### config.mk
export PLATFORM = sky130hd
export DESIGN_NAME = clock_time_date_segment_render_flat
export DESIGN_NICKNAME = d
export VERILOG_FILES = /design/src/hw/rtl/ctdsr_pkg.sv /design/src/hw/rtl/ctdsr_req_if.sv /design/src/hw/rtl/ctdsr_res_if.sv /design/src/hw/rtl/ctdsr_digit_enc.sv /design/src/hw/rtl/ctdsr_render.sv /design/src/hw/rtl/clock_time_date_segment_render.sv /design/src/flat_wrapper.sv
export SDC_FILE = /design/constraint.sdc
export NUM_CORES = 1
export LEC_CHECK = 0
export BUFFER_PORTS_ARGS = -buffer_cell sky130_fd_sc_hd__buf_2
export CAP_MARGIN = 15
export CORE_ASPECT_RATIO = 0.6
export CORE_MARGIN = 2
export CORE_UTILIZATION = 55
export CTS_BUF_LIST = sky130_fd_sc_hd__clkbuf_4 sky130_fd_sc_hd__clkbuf_8
export DETAILED_ROUTE_END_ITERATION = 7
export GPL_ROUTABILITY_DRIVEN = 0
export PLACE_DENSITY = 0.76
export SYNTH_ARGS = -nofsm -noshare
export SYNTH_HDL_FRONTEND = slang
export SYNTH_HIERARCHICAL = 1
export SYNTH_SLANG_ARGS = --single-unit
### constraint.sdc
create_clock -name i_clk -period 7.21 [get_ports i_clk]
set_input_delay 1.442 -clock i_clk [delete_from_list [all_inputs] [get_ports i_clk]]
set_output_delay 1.442 -clock i_clk [all_outputs]
set_load 0.02 [all_outputs]
### src/hw/rtl/ctdsr_pkg.sv
// ============================================================================
// ctdsr_pkg
// Shared types, codes, widths and the segment table for the clock/date
// seven-segment render block.
// ============================================================================
package ctdsr_pkg;

    // Field widths
    localparam int FUNC_W   = 1;
    localparam int HOUR_W   = 5;
    localparam int MINUTE_W = 6;
    localparam int SECOND_W = 6;
    localparam int DAY_W    = 5;
    localparam int MONTH_W  = 4;
    localparam int YEAR_W   = 7;
    localparam int DOTS_W   = 6;
    localparam int SEG_W    = 8;
    localparam int NUM_DIG  = 6;
    localparam int VAL_W    = 7;   // widest value split into digits (year)
    localparam int BCD_W    = 4;

    // Configuration port
    localparam int CFG_IDX_W  = 1;
    localparam int CFG_DATA_W = 2;
    localparam logic [CFG_IDX_W-1:0] CFG_HOUR_FMT   = 1'b0;
    localparam logic [CFG_IDX_W-1:0] CFG_DATE_ORDER = 1'b1;

    // Time modes
    localparam logic [1:0] TM_24H       = 2'd0;
    localparam logic [1:0] TM_12H       = 2'd1;
    localparam logic [1:0] TM_12H_BLANK = 2'd2;

    // Date modes
    localparam logic DM_DAY_FIRST   = 1'b0;
    localparam logic DM_MONTH_FIRST = 1'b1;

    // Request functions
    localparam logic FUNC_TIME = 1'b0;
    localparam logic FUNC_DATE = 1'b1;

    localparam logic [SEG_W-1:0]   DOT_BIT   = 8'h01;
    localparam logic [HOUR_W-1:0]  HALF_DAY  = 5'd12;
    localparam logic [DOTS_W-1:0]  DATE_DOTS = 6'b010100;  // after day and month
    localparam logic [BCD_W-1:0]   BLANK_MIN = 4'd10;
    localparam logic [HOUR_W-1:0]  TWO_DIGIT = 5'd10;

    // Segments a..g in bits 7..1, bit 0 is the dot
    localparam logic [SEG_W-1:0] SEG_TABLE [10] = '{
        8'hFC, 8'h60, 8'hDA, 8'hF2, 8'h66, 8'hB6, 8'hBE, 8'hE0, 8'hFE, 8'hF6
    };

    typedef struct packed {
        logic                func;
        logic [HOUR_W-1:0]   hour;
        logic [MINUTE_W-1:0] minute;
        logic [SECOND_W-1:0] second;
        logic [DAY_W-1:0]    day;
        logic [MONTH_W-1:0]  month;
        logic [YEAR_W-1:0]   year;
        logic [DOTS_W-1:0]   dot_mask;
    } t_req;

    typedef struct packed {
        logic [1:0] hour_fmt;
        logic       date_order;
    } t_cfg;

    typedef logic [NUM_DIG-1:0][SEG_W-1:0] t_digits;

    // Segment pattern of one decimal digit; anything above nine is blank
    function automatic logic [SEG_W-1:0] seg_of(input logic [BCD_W-1:0] d);
        logic [SEG_W-1:0] s;
        s = '0;
        if (d < BLANK_MIN) begin
            s = SEG_TABLE[d];
        end
        return s;
    endfunction

endpackage

### src/hw/rtl/ctdsr_req_if.sv
// ============================================================================
// ctdsr_req_if
// Request channel: valid/ready handshake with time and date fields.
// ============================================================================
interface ctdsr_req_if;
    logic                                valid;
    logic                                ready;
    logic                                func;
    logic [ctdsr_pkg::HOUR_W-1:0]        hour;
    logic [ctdsr_pkg::MINUTE_W-1:0]      minute;
    logic [ctdsr_pkg::SECOND_W-1:0]      second;
    logic [ctdsr_pkg::DAY_W-1:0]         day;
    logic [ctdsr_pkg::MONTH_W-1:0]       month;
    logic [ctdsr_pkg::YEAR_W-1:0]        year;
    logic [ctdsr_pkg::DOTS_W-1:0]        dot_mask;

    modport source (
        output valid, func, hour, minute, second, day, month, year, dot_mask,
        input  ready
    );
    modport sink (
        input  valid, func, hour, minute, second, day, month, year, dot_mask,
        output ready
    );
endinterface

### src/hw/rtl/ctdsr_res_if.sv
// ============================================================================
// ctdsr_res_if
// Result channel: valid/ready handshake with six segment bytes.
// ============================================================================
interface ctdsr_res_if;
    logic                          valid;
    logic                          ready;
    logic [ctdsr_pkg::SEG_W-1:0]   digit0;
    logic [ctdsr_pkg::SEG_W-1:0]   digit1;
    logic [ctdsr_pkg::SEG_W-1:0]   digit2;
    logic [ctdsr_pkg::SEG_W-1:0]   digit3;
    logic [ctdsr_pkg::SEG_W-1:0]   digit4;
    logic [ctdsr_pkg::SEG_W-1:0]   digit5;

    modport source (
        output valid, digit0, digit1, digit2, digit3, digit4, digit5,
        input  ready
    );
    modport sink (
        input  valid, digit0, digit1, digit2, digit3, digit4, digit5,
        output ready
    );
endinterface

### src/hw/rtl/ctdsr_digit_enc.sv
// ============================================================================
// ctdsr_digit_enc
// Splits a value into tens and ones and encodes both as segment bytes.
// ============================================================================
module ctdsr_digit_enc (
    input  logic [ctdsr_pkg::VAL_W-1:0] i_value,
    output logic [ctdsr_pkg::SEG_W-1:0] o_ones_seg,
    output logic [ctdsr_pkg::SEG_W-1:0] o_tens_seg
);

    logic [14:0]                   prod;
    logic [ctdsr_pkg::BCD_W-1:0]   tens;
    logic [ctdsr_pkg::VAL_W-1:0]   tens_x10;
    logic [ctdsr_pkg::BCD_W-1:0]   ones;

    // Divide by ten: multiply by 205/2048, exact for every 7-bit input value
    always_comb begin
        prod     = 15'(i_value) * 15'd205;
        tens     = prod[14:11];
        tens_x10 = ctdsr_pkg::VAL_W'({tens, 3'b000}) + ctdsr_pkg::VAL_W'({tens, 1'b0});
        ones     = ctdsr_pkg::BCD_W'(i_value - tens_x10);
    end

    assign o_ones_seg = ctdsr_pkg::seg_of(ones);
    assign o_tens_seg = ctdsr_pkg::seg_of(tens);

endmodule

### src/hw/rtl/ctdsr_render.sv
// ============================================================================
// ctdsr_render
// Combinational render of one request into six segment bytes.
// ============================================================================
module ctdsr_render (
    input  ctdsr_pkg::t_req    i_req,
    input  ctdsr_pkg::t_cfg    i_cfg,
    output ctdsr_pkg::t_digits o_digits
);

    logic [ctdsr_pkg::HOUR_W-1:0]  shown_hr;
    logic [ctdsr_pkg::DAY_W-1:0]   right_val;
    logic [ctdsr_pkg::DAY_W-1:0]   left_val;
    logic [ctdsr_pkg::VAL_W-1:0]   val_lo, val_mid, val_hi;
    logic [ctdsr_pkg::SEG_W-1:0]   lo_one, lo_ten, mid_one, mid_ten, hi_one, hi_ten;
    logic [ctdsr_pkg::DOTS_W-1:0]  dots;
    logic                          is_time;

    assign is_time = (i_req.func == ctdsr_pkg::FUNC_TIME);

    // 12-hour conversion, midnight shown as twelve
    always_comb begin
        shown_hr = i_req.hour;
        if (i_cfg.hour_fmt != ctdsr_pkg::TM_24H) begin
            if (i_req.hour > ctdsr_pkg::HALF_DAY) begin
                shown_hr = i_req.hour - ctdsr_pkg::HALF_DAY;
            end else if (i_req.hour == '0) begin
                shown_hr = ctdsr_pkg::HALF_DAY;
            end
        end
    end

    // Day/month order for dates
    always_comb begin
        if (i_cfg.date_order == ctdsr_pkg::DM_DAY_FIRST) begin
            right_val = ctdsr_pkg::DAY_W'(i_req.month);
            left_val  = i_req.day;
        end else begin
            right_val = i_req.day;
            left_val  = ctdsr_pkg::DAY_W'(i_req.month);
        end
    end

    // Pick the value for each digit pair
    always_comb begin
        if (is_time) begin
            val_lo  = ctdsr_pkg::VAL_W'(i_req.second);
            val_mid = ctdsr_pkg::VAL_W'(i_req.minute);
            val_hi  = ctdsr_pkg::VAL_W'(shown_hr);
            dots    = i_req.dot_mask;
        end else begin
            val_lo  = i_req.year;
            val_mid = ctdsr_pkg::VAL_W'(right_val);
            val_hi  = ctdsr_pkg::VAL_W'(left_val);
            dots    = ctdsr_pkg::DATE_DOTS;
        end
    end

    ctdsr_digit_enc u_enc_lo  (.i_value(val_lo),  .o_ones_seg(lo_one),  .o_tens_seg(lo_ten));
    ctdsr_digit_enc u_enc_mid (.i_value(val_mid), .o_ones_seg(mid_one), .o_tens_seg(mid_ten));
    ctdsr_digit_enc u_enc_hi  (.i_value(val_hi),  .o_ones_seg(hi_one),  .o_tens_seg(hi_ten));

    // Merge dots, then blank the hour tens when leading zero is suppressed
    always_comb begin
        o_digits[0] = lo_one  | {7'b0, dots[0]};
        o_digits[1] = lo_ten  | {7'b0, dots[1]};
        o_digits[2] = mid_one | {7'b0, dots[2]};
        o_digits[3] = mid_ten | {7'b0, dots[3]};
        o_digits[4] = hi_one  | {7'b0, dots[4]};
        o_digits[5] = hi_ten  | {7'b0, dots[5]};
        if (is_time && i_cfg.hour_fmt == ctdsr_pkg::TM_12H_BLANK
                && shown_hr < ctdsr_pkg::TWO_DIGIT) begin
            o_digits[5] = o_digits[5] & ctdsr_pkg::DOT_BIT;
        end
    end

endmodule

### src/hw/rtl/clock_time_date_segment_render.sv
// ============================================================================
// clock_time_date_segment_render
// Renders time or date requests into six seven-segment digit bytes.
// ============================================================================
// Usage:
//   i_req carries one render request per transaction (func selects time or
//   date). o_res returns one transaction per request: digit0 (rightmost)
//   through digit5 (leftmost), segments a..g in bits 7..1, dot in bit 0.
//   i_cfg_we/i_cfg_idx/i_cfg_data write the hour format (index 0) and the
//   date order (index 1); write them only while no request is in flight.
// Path: a request accepted on i_req is captured in the input register,
//   rendered through the digit encoders and loaded into the result
//   register, whose valid bit drives o_res.valid.
// Throughput: one request per cycle while o_res.ready is high. The input
//   register and the result register form a two-stage pipeline; the path
//   between them is set by one divide-by-ten multiplier and a segment table lookup.
// Stall: while o_res.ready is low the result holds; the input register can
//   still take one more request, after which i_req.ready drops.
// Reset: synchronous active-low i_rst_n empties both stages and sets both
//   modes to zero (24-hour, day.month.year).
// ============================================================================
module clock_time_date_segment_render (
    input  logic                                i_clk,
    input  logic                                i_rst_n,
    ctdsr_req_if.sink                           i_req,
    ctdsr_res_if.source                         o_res,
    input  logic                                i_cfg_we,
    input  logic [ctdsr_pkg::CFG_IDX_W-1:0]     i_cfg_idx,
    input  logic [ctdsr_pkg::CFG_DATA_W-1:0]    i_cfg_data
);

    ctdsr_pkg::t_cfg    r_cfg;
    ctdsr_pkg::t_req    r_req;
    logic               r_req_valid;
    ctdsr_pkg::t_digits r_digits;
    logic               r_res_valid;
    ctdsr_pkg::t_req    n_req;
    ctdsr_pkg::t_digits n_digits;
    logic               res_ready;
    logic               req_ready;
    logic               req_take;
    logic               res_load;

    // Configuration registers
    always_ff @(posedge i_clk) begin
        if (!i_rst_n) begin
            r_cfg.hour_fmt   <= ctdsr_pkg::TM_24H;
            r_cfg.date_order <= ctdsr_pkg::DM_DAY_FIRST;
        end else if (i_cfg_we) begin
            case (i_cfg_idx)
                ctdsr_pkg::CFG_HOUR_FMT:   r_cfg.hour_fmt   <= i_cfg_data;
                ctdsr_pkg::CFG_DATE_ORDER: r_cfg.date_order <= i_cfg_data[0];
                default: ;
            endcase
        end
    end

    // Pipeline handshake
    assign res_ready = !r_res_valid || o_res.ready;
    assign req_ready = !r_req_valid || res_ready;
    assign req_take  = i_req.valid && req_ready;
    assign res_load  = r_req_valid && res_ready;
    assign i_req.ready = req_ready;

    always_comb begin
        n_req.func     = i_req.func;
        n_req.hour     = i_req.hour;
        n_req.minute   = i_req.minute;
        n_req.second   = i_req.second;
        n_req.day      = i_req.day;
        n_req.month    = i_req.month;
        n_req.year     = i_req.year;
        n_req.dot_mask = i_req.dot_mask;
    end

    // Input register
    always_ff @(posedge i_clk) begin
        if (!i_rst_n) begin
            r_req_valid <= 1'b0;
        end else if (req_ready) begin
            r_req_valid <= i_req.valid;
        end
    end

    always_ff @(posedge i_clk) begin
        if (req_take) begin
            r_req <= n_req;
        end
    end

    ctdsr_render u_render (
        .i_req    (r_req),
        .i_cfg    (r_cfg),
        .o_digits (n_digits)
    );

    // Result register
    always_ff @(posedge i_clk) begin
        if (!i_rst_n) begin
            r_res_valid <= 1'b0;
        end else if (res_ready) begin
            r_res_valid <= r_req_valid;
        end
    end

    always_ff @(posedge i_clk) begin
        if (res_load) begin
            r_digits <= n_digits;
        end
    end

    assign o_res.valid  = r_res_valid;
    assign o_res.digit0 = r_digits[0];
    assign o_res.digit1 = r_digits[1];
    assign o_res.digit2 = r_digits[2];
    assign o_res.digit3 = r_digits[3];
    assign o_res.digit4 = r_digits[4];
    assign o_res.digit5 = r_digits[5];

    // An accepted transaction always occupies the input register next cycle
    a_take_fills: assert property (@(posedge i_clk) disable iff (!i_rst_n)
        req_take |=> r_req_valid)
        else $error("accepted request lost before input register");

    // A result only appears from a request held in the input register
    a_res_source: assert property (@(posedge i_clk) disable iff (!i_rst_n)
        $rose(r_res_valid) |-> $past(r_req_valid))
        else $error("result appeared without a request");

    // Date results always carry the fixed day and month dots
    a_date_dots: assert property (@(posedge i_clk) disable iff (!i_rst_n)
        (res_load && r_req.func == ctdsr_pkg::FUNC_DATE)
            |=> (o_res.digit2[0] && o_res.digit4[0]))
        else $error("date dots missing");

    // Hour format write lands in the register
    a_cfg_write: assert property (@(posedge i_clk) disable iff (!i_rst_n)
        (i_cfg_we && i_cfg_idx == ctdsr_pkg::CFG_HOUR_FMT)
            |=> r_cfg.hour_fmt == $past(i_cfg_data))
        else $error("time mode write not taken");

endmodule
### src/flat_wrapper.sv
// flat-port wrapper written by rule: the top's interface ports become plain ports
module clock_time_date_segment_render_flat 
  (i_clk, i_rst_n, i_cfg_we, i_cfg_idx, i_cfg_data, i_req_valid, i_req_func, i_req_hour, i_req_minute, i_req_second, i_req_day, i_req_month, i_req_year, i_req_dot_mask, i_req_ready, o_res_valid, o_res_digit0, o_res_digit1, o_res_digit2, o_res_digit3, o_res_digit4, o_res_digit5, o_res_ready);
  ctdsr_req_if i_req_i ();
  ctdsr_res_if o_res_i ();
  input  logic i_clk;
  input  logic i_rst_n;
  input  logic i_cfg_we;
  input  logic [ctdsr_pkg::CFG_IDX_W-1:0] i_cfg_idx;
  input  logic [ctdsr_pkg::CFG_DATA_W-1:0] i_cfg_data;
  input wire logic [$bits(i_req_i.valid)-1:0] i_req_valid;
  input wire logic [$bits(i_req_i.func)-1:0] i_req_func;
  input wire logic [$bits(i_req_i.hour)-1:0] i_req_hour;
  input wire logic [$bits(i_req_i.minute)-1:0] i_req_minute;
  input wire logic [$bits(i_req_i.second)-1:0] i_req_second;
  input wire logic [$bits(i_req_i.day)-1:0] i_req_day;
  input wire logic [$bits(i_req_i.month)-1:0] i_req_month;
  input wire logic [$bits(i_req_i.year)-1:0] i_req_year;
  input wire logic [$bits(i_req_i.dot_mask)-1:0] i_req_dot_mask;
  output wire logic [$bits(i_req_i.ready)-1:0] i_req_ready;
  output wire logic [$bits(o_res_i.valid)-1:0] o_res_valid;
  output wire logic [$bits(o_res_i.digit0)-1:0] o_res_digit0;
  output wire logic [$bits(o_res_i.digit1)-1:0] o_res_digit1;
  output wire logic [$bits(o_res_i.digit2)-1:0] o_res_digit2;
  output wire logic [$bits(o_res_i.digit3)-1:0] o_res_digit3;
  output wire logic [$bits(o_res_i.digit4)-1:0] o_res_digit4;
  output wire logic [$bits(o_res_i.digit5)-1:0] o_res_digit5;
  input wire logic [$bits(o_res_i.ready)-1:0] o_res_ready;
  assign i_req_i.valid = i_req_valid;
  assign i_req_i.func = i_req_func;
  assign i_req_i.hour = i_req_hour;
  assign i_req_i.minute = i_req_minute;
  assign i_req_i.second = i_req_second;
  assign i_req_i.day = i_req_day;
  assign i_req_i.month = i_req_month;
  assign i_req_i.year = i_req_year;
  assign i_req_i.dot_mask = i_req_dot_mask;
  assign i_req_ready = i_req_i.ready;
  assign o_res_valid = o_res_i.valid;
  assign o_res_digit0 = o_res_i.digit0;
  assign o_res_digit1 = o_res_i.digit1;
  assign o_res_digit2 = o_res_i.digit2;
  assign o_res_digit3 = o_res_i.digit3;
  assign o_res_digit4 = o_res_i.digit4;
  assign o_res_digit5 = o_res_i.digit5;
  assign o_res_i.ready = o_res_ready;
  clock_time_date_segment_render u_core (.i_clk(i_clk), .i_rst_n(i_rst_n), .i_req(i_req_i), .o_res(o_res_i), .i_cfg_we(i_cfg_we), .i_cfg_idx(i_cfg_idx), .i_cfg_data(i_cfg_data));
endmodule
== After elaboration in Yosys (flattened, before gate mapping) ==
Memory sizes are Yosys's and may differ from the RTL's.
Index checks and enable logic that the tools add are counted.

* Register bits: 93
* ROM bits: 768
* Output and inout port bits: 50
* Logic and storage cells: 103
* Memories kept: 6

{| class="wikitable"
|+ Memories
! memory !! words !! bits a word !! rd ports !! clocked after Yosys merged registers in !! wr ports !! line !! source
|-
| (no name shown) || 16 || 8 || 1 || 0 || 0 || ctdsr_pkg.sv:75 || <nowiki>s = SEG_TABLE[d];</nowiki>
|-
| (no name shown) || 16 || 8 || 1 || 0 || 0 || ctdsr_pkg.sv:75 ||
|-
| (no name shown) || 16 || 8 || 1 || 0 || 0 || ctdsr_pkg.sv:75 ||
|-
| (no name shown) || 16 || 8 || 1 || 0 || 0 || ctdsr_pkg.sv:75 ||
|-
| (no name shown) || 16 || 8 || 1 || 0 || 0 || ctdsr_pkg.sv:75 ||
|-
| (no name shown) || 16 || 8 || 1 || 0 || 0 || ctdsr_pkg.sv:75 ||
|}

* Add/sub/neg operators: 7
* $mul: 3
* Order comparisons: 14
* Eq/ne operators: 1
* Mux-type cells: 27
* Bitwise gates (word level): 14
* Reduce and logical (&&, ||, !) cells: 12

{| class="wikitable"
|+ Operator list
! kind !! number
|-
| two-way mux 8 bit || 18
|-
| bitwise OR 8 x 1 -> 8 bit || 6
|-
| greater-or-equal comparator 5 bit (second input constant) || 6
|-
| two-way mux 5 bit || 6
|-
| NOT 4 -> 5 bit || 4
|-
| < comparator 4 bit (second input constant) || 4
|-
| multiplier 7 x 8 -> 15 bit (second input constant) || 1
|-
| multiplier 6 x 8 -> 14 bit (second input constant) || 1
|-
| multiplier 5 x 8 -> 13 bit (second input constant) || 1
|-
| two-way mux 6 bit || 2
|-
| subtractor 4 bit || 3
|-
| adder 4 bit || 2
|-
| two-way mux 7 bit || 1
|-
| > comparator 5 x 4 -> 1 bit (second input constant) || 1
|-
| zero test 5 bit || 1
|-
| < comparator 5 x 4 -> 1 bit (second input constant) || 1
|-
| NOT 2 -> 5 bit || 1
|-
| NOT 3 -> 5 bit || 1
|-
| subtractor 5 x 4 -> 5 bit (second input constant) || 1
|-
| adder 4 x 3 -> 4 bit || 1
|-
| logical AND 1 bit || 4
|-
| < comparator 2 x 4 -> 1 bit (second input constant) || 1
|-
| < comparator 3 x 4 -> 1 bit (second input constant) || 1
|-
| AND reduction 2 bit || 2
|-
| other kinds (5) || 8
|}

== Longest topological paths before layout ==
Gate-level depths: netlist of the first run.

* Depth after elaboration: 14
* Gate-level depth with buffers: 24

== Cells and area by module ==
The synthesis of the first run kept the hierarchy.

{| class="wikitable"
|+ Modules (own cells, without submodules)
! module !! times used !! cells each !! area each (um^2)
|-
| clock_time_date_segment_render || 1 || 110 || 2867.8
|-
| ctdsr_digit_enc at u_core.u_render.u_enc_lo || 1 || 176 || 1526.5
|-
| ctdsr_digit_enc at u_core.u_render.u_enc_mid || 1 || 176 || 1498.9
|-
| ctdsr_digit_enc at u_core.u_render.u_enc_hi || 1 || 165 || 1468.9
|-
| ctdsr_render || 1 || 92 || 631.9
|}

== Worst setup path before layout of the first run ==
OpenSTA, ideal clock, no wires.

* Path type: register -> register
* Start: reg u_core/r_req[39] (netlist name)
* End: reg u_core.r_digits, in the netlist u_core/o_res.digit2[5] (data pin)
* Setup time: 0.260 ns
* Arrival time: 5.419 ns
* Data required time: 6.950 ns
* Slack: 1.531 ns
* Cell stages (with the launch flop): 22
* Cells stage by stage: edfxtp_1 > clkbuf_1 > buf_1 > nand2_1 > o2bb2ai_1 > ha_1 > fa_1 > ha_1 > inv_1 > fa_1 > inv_1 > ha_1 > nor2_1 > a211oi_1 > a31oi_1 > xnor2_1 > inv_1 > ha_1 > nand2_1 > o31ai_2 > xnor3_2 > mux2_4

{| class="wikitable"
|+ RTL lines
! what !! line !! source
|-
| from (decl) || clock_time_date_segment_render.sv:33 || <nowiki>ctdsr_pkg::t_req r_req;</nowiki>
|-
| from (signal assigned) || clock_time_date_segment_render.sv:87 || <nowiki>r_req <= n_req;</nowiki>
|-
| to (signal assigned) || clock_time_date_segment_render.sv:108 || <nowiki>r_digits <= n_digits;</nowiki>
|-
| to (decl) || clock_time_date_segment_render.sv:35 || <nowiki>ctdsr_pkg::t_digits r_digits;</nowiki>
|}

==> results of run 1 <==
## cell families after synthesis
kind of cell | after synthesis | synth area share, %
and+or+nand+nor | 156 | 10.6
other | 4 | 0.188
muxes | 43 | 5.70
AOI/OAI and AO/OA | 121 | 10.5
buffers and inverters | 103 | 5.54
DFF | 93 | 34.3
xor gates and xnor gates | 26 | 3.74
adders and majority gates | 173 | 29.3
## synthesized netlist by cell type, drive strengths merged, types with 3 or more instances
cell    number  area share (%)
ha         149              23
edfxtp      88              33
inv         87             4.1
nand2       43             2.0
a21oi       32             2.1
o21ai       31             1.9
mux2i       29             3.6
nor2        28             1.3
fa          24             6.0
nand3       20             1.3
xor2        15             2.0
mux2        14             2.1
buf         13             1.2
a211oi      12             1.8
and2        11            0.89
nor3         9            0.56
a21o         8            0.77
xnor2        8            0.88
o21a         7            0.67
nand4        6            0.47
nor3b        6            0.56
dfxtp        5             1.3
nor2b        5            0.52
o31ai        5            0.53
and3         4            0.38
conb         4            0.19
nand2b       4            0.31
o22ai        4            0.31
or2          4            0.34
clkbuf       3            0.27
nor4         3            0.23
o211ai       3            0.28
or3          3            0.23
xnor3        3            0.89
## sequential cells by signal, summed over array words and instances (netlist names)
signal and count:
u_core/o_res.digit0 8, u_core/o_res.digit1 8, u_core/o_res.digit2 8, u_core/o_res.digit3 8, u_core/o_res.digit4 8, u_core/o_res.digit5 8
u_core/o_res.valid 1, u_core/r_cfg 3, u_core/r_req 40, u_core/r_req_valid 1
## where the power goes
part,internal (W),switching [W]
logic,0.00106,0.00146
clock network,0.000135,0.000212
registers,0.000855,0.0000379
total,0.00205,0.00171
## critical path, stage by stage, from the launching register on
cell and delay, ns:
edfxtp_1 0.81, buf_4 0.30, nand2_1 0.09, o2bb2ai_1 0.41
ha_1 0.35, fa_1 0.47, ha_1 0.30, inv_1 0.08
fa_1 0.41, inv_1 0.07, ha_1 0.21, nor3_1 0.09
a211oi_1 0.55, a31oi_1 0.20, xnor2_1 0.49, inv_1 0.20
ha_1 0.35, xor2_1 0.54, nand2_1 0.24, inv_1 0.15
nand2_1 0.06, mux2i_1 0.14
## area by class of cell
cell class,instances,share of cell area [%]
clock buffers,9,1.39
inverters,87,3.67
well taps,198,2.79
multi-input cells,535,54.8
clock inverters,7,0.732
flip-flops and latches,93,30.8
repair buffers,101,5.80
## path summary, 6_finish.rpt
kind,from,to,slack (ns),cells past startpoint
setup / recovery,u_core/r_req[39],u_core/o_res.digit2[3],0.56,21
hold / removal,u_core/r_cfg[2],u_core/r_cfg[2],0.52,2
setup reg to reg,u_core/r_req[39],u_core/o_res.digit2[3],0.56,21
hold reg to reg,u_core/r_cfg[2],u_core/r_cfg[2],0.52,2
## routing by layer
metal / vias up / track usage [%] / routed length [µm]
met4: 0 / 5.45 / 211
li1: 2770 / - / -
met1: 2623 / 29.9 / 7900
met2: 157 / 34.0 / 7170
met3: 18 / 4.65 / 816
met5: - / 0 / 0
## metrics by stage
step                instances  power (W)  hold slack, ns
floorplan                 731    0.00286           0.435
global placement         1014    0.00327           0.498
detailed placement       1014    0.00338           0.495
CTS                      1030    0.00375           0.514
global route             1030    0.00410           0.538
finish                   1030    0.00375           0.520
==> impl_metrics.yaml, run 1 <==
outcome:
  status: "completed"
route:
  drtAntennaViolNets: 0
  initialDrtViolationCount: 378
  dr.pass1.iters: 5
  wl_um: 16100
  viasPerCell: 5.41
  routed-via-count: 5568
  routedWlPerCell_um: 15.6
  drc_errors: 0
placement:
  placedInstanceArea_um2: 8700
  pre_cts_ws_ns: 0.754
  io_buffers: 97
  dp_hpwl_um: 12800
clock_tree:
  clkSinkCount: 93
  cts_buffer_depth: 2
  clk_pin_slew_ns: 0.11
  htree_levels: 3
  postCtsSetupRepairBufs: 0
  cts_root_buffer: "clkbuf_8"
  cts_tree: "yes"
  cts_buffers: 9
  cts_resized: 0
  clk_latency_ns: 0.39
  holdBufCountCts: 0
setup_path:
  criticalPathCategory: "flop to flop"
  arrival_ns: 6.88
  worstPathRequired_ns: 7.45
  startpoint_type: "flop"
  cp_max_fo: 16
  cp-end-kind: "flop"
grt:
  track_usage_pct: 21.4
  grt_max_degree: 49
  grt_overflow: 0
  grt_pass1_wl_um: 26600
  grt_pass1_vias: 5549
  antenna_found_initial: 0
worst_hold_path:
  hold_class: "flop to flop"
finish:
  finalInstanceArea_um2: 8890
  multiInputGateArea_um2: 4870
  ff_latch_area_um2: 2740
  final_util_pct: 62.0
  drive_above_1_share_pct: 19.8
  syn_to_final_growth_pct: 11.3
  final_common_cell: "ha_1"
  fin_nets: 1048
  final_cell_mix: "ha_1 (149), buf_2 (97), edfxtp_1 (88)"
  fillers: 1159
  antenna_cells: 0
power:
  p_per_area_nw_per_um2: 422
  p_leak_nw: 4.25
  ir_drop_mv: 0.431
floorplan:
  die_w_um: 160
  dieArea_um2: 15500
  num_rows: 34
  ioPinCount: 98
  start_util_pct: 55.8
  dieHeight_um: 97.4
  core_um2: 14300
synth:
  synth-edff-count: 88
  ys_warn_count: 6
  yosysSeqAreaShare_pct: 34.3
  ys_seq_elements: 93
  syn-mean-instance-area_um2: 11.1
  syn_inst: 719
  async_flop_share_pct: 0
  syn_area_um2: 7990
  ys_types: 79
  ys.flop_type: "edfxtp_1"
sta:
  fin_crit_sh_pct: 92.2
  timing.slew.headroom_pct: 43.4
  maxSlewViolCount: 0
  clock-skew-final_ns: 0.0268
  rsz0062_at_grt: "false"
  worstMarginPinSlew_ns: 0.847
  fin_ws_ns: 0.565
  final_hold_viol_count: 0
  final.setup.tns_ns: 0
  fin_crit_ns: 6.65
  fmax_mhz: 150
  final-setup-viol-count: 0
flow_run:
  cap_violations: 0
Note: power is estimated with default switching activity, not from simulation.
==> run 2, diff against run 1 <==
--- a/config.mk
+++ b/config.mk
@@ -5,7 +5,7 @@
 export SDC_FILE = /design/constraint.sdc
 export NUM_CORES = 1
 export LEC_CHECK = 0
-export BUFFER_PORTS_ARGS = -buffer_cell sky130_fd_sc_hd__buf_2
+export BUFFER_PORTS_ARGS = -buffer_cell sky130_fd_sc_hd__buf_4
 export CAP_MARGIN = 15
 export CORE_ASPECT_RATIO = 0.6
 export CORE_MARGIN = 2
==> run 2 against run 1 <==
Net effect:
- wire length rose by 7.0%
- non-clock buffer count did not move
- die area did not move
- clock skew fell by 0.013 ns
- critical path depth fell by 1
- sequential share of layout area fell by 0.96 points
- largest power group unchanged
- maximum frequency fell by 2.4%
==> impl_metrics.yaml, run 2 (synthesized netlist as in run 1, its figures left out) <==
sta:
  fin_ws_ns: 0.400
  final_hold_viol_count: 0
  fin_crit_ns: 6.81
  whs_ns: 0.534
  fmax_mhz: 147
  maxSlewViolCount: 0
  rsz0062_at_grt: "false"
  worstMarginPinSlew_ns: 0.849
  final.setup.tns_ns: 0
  clock-skew-final_ns: 0.0135
  final-setup-viol-count: 0
  timing.slew.headroom_pct: 43.2
  fin_crit_sh_pct: 94.5
floorplan:
  ioPinCount: 98
  core_um2: 14300
  dieArea_um2: 15500
  num_rows: 34
  start_util_pct: 55.8
  dieHeight_um: 97.4
  die_w_um: 160
route:
  wl_um: 17200
  drc_errors: 0
  dr.pass1.iters: 5
  routed-via-count: 5735
  initialDrtViolationCount: 268
  viasPerCell: 5.57
  drtAntennaViolNets: 0
  routedWlPerCell_um: 16.7
placement:
  dp_hpwl_um: 13600
  io_buffers: 97
  pre_cts_ws_ns: 0.506
setup_path:
  worstPathRequired_ns: 7.35
  cpPeakStageDelay_ns: 0.74
  crit_top_cell: "ha_1"
  startpoint_type: "flop"
  cp_max_fo: 15
  critPathSlowestCell: "edfxtp_1"
  arrival_ns: 6.95
  cp-end-kind: "flop"
  criticalPathCategory: "flop to flop"
  path_buf_inv: 4
  crit_family: "adder cells"
  r2r_slack_ns: 0.40
  crit_chain: "buf_4 -> nor2_1 -> a21oi_1 -> ha_1 -> ha_1 -> fa_1 -> inv_1 -> fa_1 -> inv_1 -> ha_1 -> a211oi_1 -> a211oi_1 -> a31oi_1 -> xnor2_1 -> inv_1 -> ha_1 -> nand2_1 -> o31ai_2 -> xnor3_2 -> mux2_4"
clock_tree:
  holdBufCountCts: 0
  postCtsSetupRepairBufs: 0
  clkSinkCount: 93
  cts_root_buffer: "clkbuf_8"
  cts_buffer_depth: 2
  cts_tree: "yes"
  clk_latency_ns: 0.37
  cts_buffers: 9
  htree_levels: 3
  cts_resized: 0
  clk_pin_slew_ns: 0.10
grt:
  met1_usage_pct: 31.2
  use_met2_pct: 38.4
  track_usage_pct: 23.1
  antenna_found_initial: 0
  grt_max_degree: 49
  grt_overflow: 0
  grt_pass1_vias: 5875
  grt_busiest_layer: "met2"
  grtUsageMet3_pct: 4.05
  grt_pass1_wl_um: 28700
finish:
  drive_above_1_share_pct: 20.0
  largest_register_ffs: 40
  fin_nets: 1048
  multiInputGateArea_um2: 4880
  fillers: 1140
  ff_latch_area_um2: 2740
  final_util_pct: 64.0
  regMostFlops: "u_core/r_req"
  syn_to_final_growth_pct: 14.8
  antenna_cells: 0
  final_common_cell: "ha_1"
  final_cell_mix: "ha_1 (149), buf_4 (101), edfxtp_1 (88)"
power:
  ir_drop_mv: 0.418
  p_leak_nw: 4.35
  p_per_area_nw_per_um2: 426
worst_hold_path:
  hold_class: "flop to flop"
outcome:
  status: "completed"
flow_run:
  cap_violations: 0
==> run 2: cell count changes in the layout (fill, tap and decap cells not counted) <==
| cell | previous run | this run |
|---|---|---|
| inv_8 | 2 | 0 |
| xor2_1 | 13 | 12 |
| clkinvlp_4 | 1 | 2 |
| clkinv_4 | 1 | 0 |
| buf_4 | 4 | 101 |
| buf_2 | 97 | 0 |
| clkbuf_4 | 0 | 1 |
| bufinv_16 | 0 | 2 |
| inv_6 | 3 | 2 |
| xor2_2 | 1 | 2 |
==> run 2: area by class of cell <==
class                   instances  share of cell area, %
repair buffers                101                   8.26
well taps                     198                   2.70
multi-input cells             535                   53.2
inverters                      87                   3.56
clock inverters                 6                   1.01
flip-flops and latches         93                   29.9
clock buffers                  10                   1.43
==> run 2: power breakdown <==
group,switching (W),internal [W]
Clock,0.000207,0.000202
Combinational,0.00149,0.00112
Sequential,0.0000426,0.000856
Total,0.00174,0.00218
==> run 2: metrics by stage <==
step	std cells	area (µm²)	total power, W
CTS	1030	9170	0.00391
global route	1030	9180	0.00427
floorplan	731	8040	0.00286
finish	1030	9180	0.00391
detailed placement	1014	8950	0.00347
global placement	1014	8950	0.00334
==> run 2: layer usage <==
layer / share of wire (%) / up-vias
met1: 46 / 2762
met5: 0 / -
met3: 5.0 / 25
met2: 47 / 177
met4: 1.5 / 0
li1: - / 2771
==> run 2: path summary, 6_finish.rpt <==
path,cells past startpoint,from,end
max,20,u_core/r_req[39],u_core/o_res.digit2[5]
min,1,u_core/r_req[4],u_core/o_res.digit4[0]
max reg2reg,20,u_core/r_req[39],u_core/o_res.digit2[5]
min reg2reg,1,u_core/r_req[4],u_core/o_res.digit4[0]
